**config.mk**
```make
export PLATFORM = sky130hd
export DESIGN_NAME = pphit_edge
export DESIGN_NICKNAME = d
export VERILOG_FILES = /design/src/design/pphit_pkg.sv /design/src/design/pphit_edge.sv
export SDC_FILE = /design/constraint.sdc
export NUM_CORES = 2
export LEC_CHECK = 0
export BUFFER_PORTS_ARGS = -buffer_cell sky130_fd_sc_hd__buf_2
export CAP_MARGIN = 20
export CELL_PAD_IN_SITES_DETAIL_PLACEMENT = 0
export CELL_PAD_IN_SITES_GLOBAL_PLACEMENT = 1
export CORE_ASPECT_RATIO = 1.1
export CORE_MARGIN = 5
export CORE_UTILIZATION = 46
export DETAILED_ROUTE_END_ITERATION = 7
export GPL_ROUTABILITY_DRIVEN = 0
export PLACE_DENSITY = 0.79
export SLEW_MARGIN = 20
export SYNTH_ARGS = -nofsm -noshare
export SYNTH_HDL_FRONTEND = slang
export SYNTH_SLANG_ARGS = --single-unit
```
**constraint.sdc**
```tcl
create_clock -name clk -period 14.15 [get_ports clk]
set_input_delay 2.83 -clock clk [delete_from_list [all_inputs] [get_ports clk]]
set_output_delay 2.83 -clock clk [all_outputs]
set_load 0.05 [all_outputs]
```
**src/design/pphit_pkg.sv**
```systemverilog
// pphit_pkg: shared item codes, status codes and the edge-test result type
// for the polygon point hit test block; no dependencies
package pphit_pkg;

  // width of the point fields on the item ports
  localparam int PT_W = 16;

  typedef enum logic [2:0] {
    K_CLEAR  = 3'd0,
    K_APPEND = 3'd1,
    K_QUERY  = 3'd2,
    K_OFFSET = 3'd3,
    K_MOVE   = 3'd4
  } kind_t;

  localparam logic [1:0] ST_OK   = 2'd0;
  localparam logic [1:0] ST_FULL = 2'd1;
  localparam logic [1:0] ST_SAT  = 2'd2;

  // edge tester back to the sequencer
  typedef struct packed {
    logic vld;   // a tested edge comes out this cycle
    logic hit;   // that edge crosses the ray
    logic pend;  // an edge is still inside the tester
  } edge_res_t;

endpackage

```
**src/design/pphit_edge.sv**
```systemverilog
// pphit_edge: two-stage crossing test of one polygon edge against the ray
// running from the query point toward smaller x; uses pphit_pkg
module pphit_edge import pphit_pkg::*; #(
  parameter int COORD_BITS = 16
) (
  input  logic                         clk,
  input  logic                         rst_n,
  input  logic                         edge_vld,
  input  logic signed [COORD_BITS-1:0] a_x,
  input  logic signed [COORD_BITS-1:0] a_y,
  input  logic signed [COORD_BITS-1:0] c_x,
  input  logic signed [COORD_BITS-1:0] c_y,
  input  logic signed [PT_W-1:0]       p_x,
  input  logic signed [PT_W-1:0]       p_y,
  output edge_res_t                    res
);

  localparam int DW = ((COORD_BITS > PT_W) ? COORD_BITS : PT_W) + 1;
  localparam int MW = 2 * DW;

  logic signed [DW-1:0] bx, by, ex, ey, px, py;
  logic signed [DW-1:0] d_ey_by, d_px_bx, d_by_py, d_ex_bx;

  logic                 e1_vld_r;
  logic                 e1_skip_r, e1_num_r;
  logic                 e1_bgt_r, e1_blt_r, e1_elt_r, e1_egt_r, e1_top_r, e1_bot_r;
  logic signed [MW-1:0] e1_p1_r, e1_p2_r;

  logic signed [MW:0]   num;
  logic                 sgn_pos, sgn_neg, hit;
  logic                 res_vld_r, res_hit_r;

  // end with the larger x becomes b
  always_comb begin
    if (a_x < c_x) begin
      bx = DW'(c_x);
      by = DW'(c_y);
      ex = DW'(a_x);
      ey = DW'(a_y);
    end else begin
      bx = DW'(a_x);
      by = DW'(a_y);
      ex = DW'(c_x);
      ey = DW'(c_y);
    end
    px      = DW'(p_x);
    py      = DW'(p_y);
    d_ey_by = ey - by;
    d_px_bx = px - bx;
    d_by_py = by - py;
    d_ex_bx = ex - bx;
  end

  always_ff @(posedge clk) begin
    if (!rst_n) begin
      e1_vld_r <= 1'b0;
    end else begin
      e1_vld_r <= edge_vld;
    end
    e1_skip_r <= (ex > px) || (by == ey);
    e1_num_r  <= (bx > px);
    e1_bgt_r  <= (by > py);
    e1_blt_r  <= (by < py);
    e1_elt_r  <= (ey < py);
    e1_egt_r  <= (ey > py);
    e1_top_r  <= (ey == py) && (by > ey);
    e1_bot_r  <= (by == py) && (bx <= px) && (by < ey);
    e1_p1_r   <= MW'(d_ey_by) * MW'(d_px_bx);
    e1_p2_r   <= MW'(d_by_py) * MW'(d_ex_bx);
  end

  // exact slope test: sign of the cross product replaces the float compare
  always_comb begin
    num     = (MW + 1)'(e1_p1_r) + (MW + 1)'(e1_p2_r);
    sgn_pos = e1_num_r ? (num < 0) : e1_bgt_r;
    sgn_neg = e1_num_r ? (num > 0) : e1_blt_r;
    hit     = !e1_skip_r &&
              (e1_top_r || e1_bot_r || (sgn_pos && e1_elt_r) || (sgn_neg && e1_egt_r));
  end

  always_ff @(posedge clk) begin
    if (!rst_n) begin
      res_vld_r <= 1'b0;
    end else begin
      res_vld_r <= e1_vld_r;
    end
    res_hit_r <= hit;
  end

  assign res.vld  = res_vld_r;
  assign res.hit  = res_hit_r;
  assign res.pend = e1_vld_r;

endmodule

```
==> impl_metrics.csv <==
group,metric,value,unit
critical_path,r2r_cells,14,
sta,fin_crit,13.49,ns
synthesis,ys_ff_latch,79,
synthesis,avgSynthCellArea,8.402,sq um
drt,drc,0,
grt,grt_pass1_vias,25630,
cells_and_area,final_core_util,49.68,%
sta,rsz0062_at_grt,"no",
synthesis,yosysWarnings,0,
cts,cts_tree,"built",
grt,grt_use_total,26.25,%
synthesis,syn-cell-area,30600,sq um
cts,cts_buffer_depth,2,
cells_and_area,nNetsFinal,4712,
grt,grt_first_pass_wirelength,146700,um
sta,timing.fmax,74.11,MHz
cts,postCtsSetupRepairBufs,0,
floorplan,rows,99,
grt,grt_overflow,0,
sta,slew_viol_final,0,
cells_and_area,syn_to_final_growth,7.376,%
cells_and_area,stdcell_area,32860,sq um
drt,viasPerCell,5.431,
placement,port-buffer-count,101,
sta,max_slew_margin,24.50,%
floorplan,coreArea,66150,sq um
critical_path,cpMostUsedCell,"inv_1",
run_status,status,"completed",
critical_path,crit_path_max_incr_delay,0.62,ns
floorplan,start_util,46.26,%
critical_path,worstPathMaxFanout,19,
sta,fin_crit_sh,95.36,%
sta,worst_pin_slew,1.124,ns
drt,post_drt_wl_per_cell,20.34,um
cts,clk_latency,0.36,ns
sta,fin_tns_setup,0,ns
cts,clk_pin_slew,0.07,ns
sta,holdWs,0.4695,ns
floorplan,dieArea,71790,sq um
cells_and_area,drive_gt1_share,7.460,%
critical_path,critPathLaunchType,"input pin",
synthesis,ys_async_sr_fraction,0,%
drt,drt_iter0_drc,1825,
cts,htreeDepth,3,
cells_and_area,fill_cells,6570,
drt,postRouteAntennaNets,0,
critical_path,arrival,13.76,ns
cts,cts_root_buf,"clkbuf_16",
cells_and_area,top_regs,"e1_p1_r (34), e1_p2_r (34)",
sta,skew,0.007947,ns
placement,postPlaceCellArea,32450,sq um
worst_hold_path,hold_path_depth,1,
flow_run,max-cap-violations,0,
critical_path,critPathKind,"input pin to register",
placement,place_hpwl,80170,um
drt,routed_wirelength,93730,um
worst_hold_path,hold_path.class,"register to register",
cts,clock_sinks,79,
synthesis,seq_area_frac_synth,5.168,%
critical_path,required,14.42,ns
critical_path,slowest_stage,"a2111oi_2",
cts,numCtsBuffers,9,
synthesis,synth_edf_count,0,
floorplan,fp.dieW,255.9,um
floorplan,die_h,280.5,um
drt,first_pass_iters,5,
sta,finalSetupViolCount,0,
synthesis,syn_inst,3642,
grt,antenna_found_initial,20,
synthesis,ys_types,88,
drt,vias,25030,
sta,hold_violations,0,
synthesis,synth_nets,4619,
synthesis,synthFlopType,"dfxtp_1",
floorplan,io_pins,102,
grt,grt_max_degree,54,
critical_path,end_kind,"register",
## critical path: cells and delay by family
family                   cells  cell delay, ns
XOR/XNOR                     1            0.43
buffers and inverters        9            0.75
AO/OA/AOI/OAI               17            4.52
AND/OR/NAND/NOR              6            1.06
multiplexers                 1            0.13
adder cells (fa/ha/maj)      9            4.05
## kinds of logic after synthesis
kind of cell,count (synthesis),synth area share [%]
buffers and inverters,839,10.48
and+or+nand+nor,1168,17.44
muxes,27,0.9118
adders and majority gates,882,50.63
AOI/OAI and AO/OA,498,11.00
DFF,79,5.168
xor gates and xnor gates,149,4.375
## cell usage after synthesis (all sizes together) (50+ instances only)
master,count,area [sq um]
a21oi,101,505.5
o21ai,120,604.3
ha,283,3541
nand3,50,250.2
nand2,472,1782
nor2b,75,469.2
xnor2,109,988.4
fa,595,11910
dfxtp,79,1582
nor2,291,1092
inv,729,2736
and2,97,606.8
clkbuf,84,316.6
## area by class of cell
class                   count  area (sq um)  area share, %
diodes                     11         27.53        0.08377
clock buffers               9         225.2         0.6854
clock inverters             7         111.4         0.3389
inverters                 729          2736          8.328
multi-input cells        2724         25910          78.87
flip-flops and latches     79          1582          4.813
well taps                 858          1074          3.267
repair buffers            192          1189          3.617
## routing by layer
layer	track usage [%]	wire [um]
met1	36.09	40010
met2	42.76	42920
met3	4.500	7198
met4	8.360	3497
met5	0	103
## repair_timing
action / in CTS / in global routing
hold buffers: 0 / 0
gates resized for setup: 0 / 6
setup endpoints to repair: 0 / 3
## worst paths after layout
path	endpoint	slack [ns]	startpoint
worst max register to register	res_hit_r	9.70	e1_p2_r[1]
worst min-delay path	res_vld_r	0.47	e1_vld_r
worst max-delay path	e1_p1_r[33]	0.66	c_x[3]
worst min register to register	res_vld_r	0.47	e1_vld_r
## cell usage in the layout (no fill, tap or decap), drive strengths merged, types with 8 or more instances in the layout
cell / instances
nand2: 472
nand4: 17
clkbuf: 9
a211oi: 22
fa: 595
a21boi: 13
xnor2: 109
a2111oi: 11
nor4: 10
o22ai: 10
a31o: 10
a31oi: 18
o21bai: 13
dfxtp: 79
buf: 192
o21a: 35
o2111ai: 8
nand3: 50
or3: 12
nand2b: 41
nor2: 291
ha: 283
a21oi: 101
nor3: 44
diode: 11
xor2: 40
o211ai: 13
o21ai: 120
nor2b: 75
and3: 20
o31ai: 11
inv: 732
mux2i: 20
and2: 97
a21o: 45
or2: 14
## metrics by stage
| stage | cells | setup WS [ns] |
|---|---|---|
| detailed placement | 4582 | 0.2165 |
| floorplan | 3642 | 0.01665 |
| CTS | 4598 | 0.5753 |
| global placement | 4582 | 0.4847 |
| finish | 4609 | 0.6561 |
| global route | 4601 | 0.03050 |
Power is not shown: default switching activity piles up to over one toggle a cycle in this logic, so the estimate is an artifact.
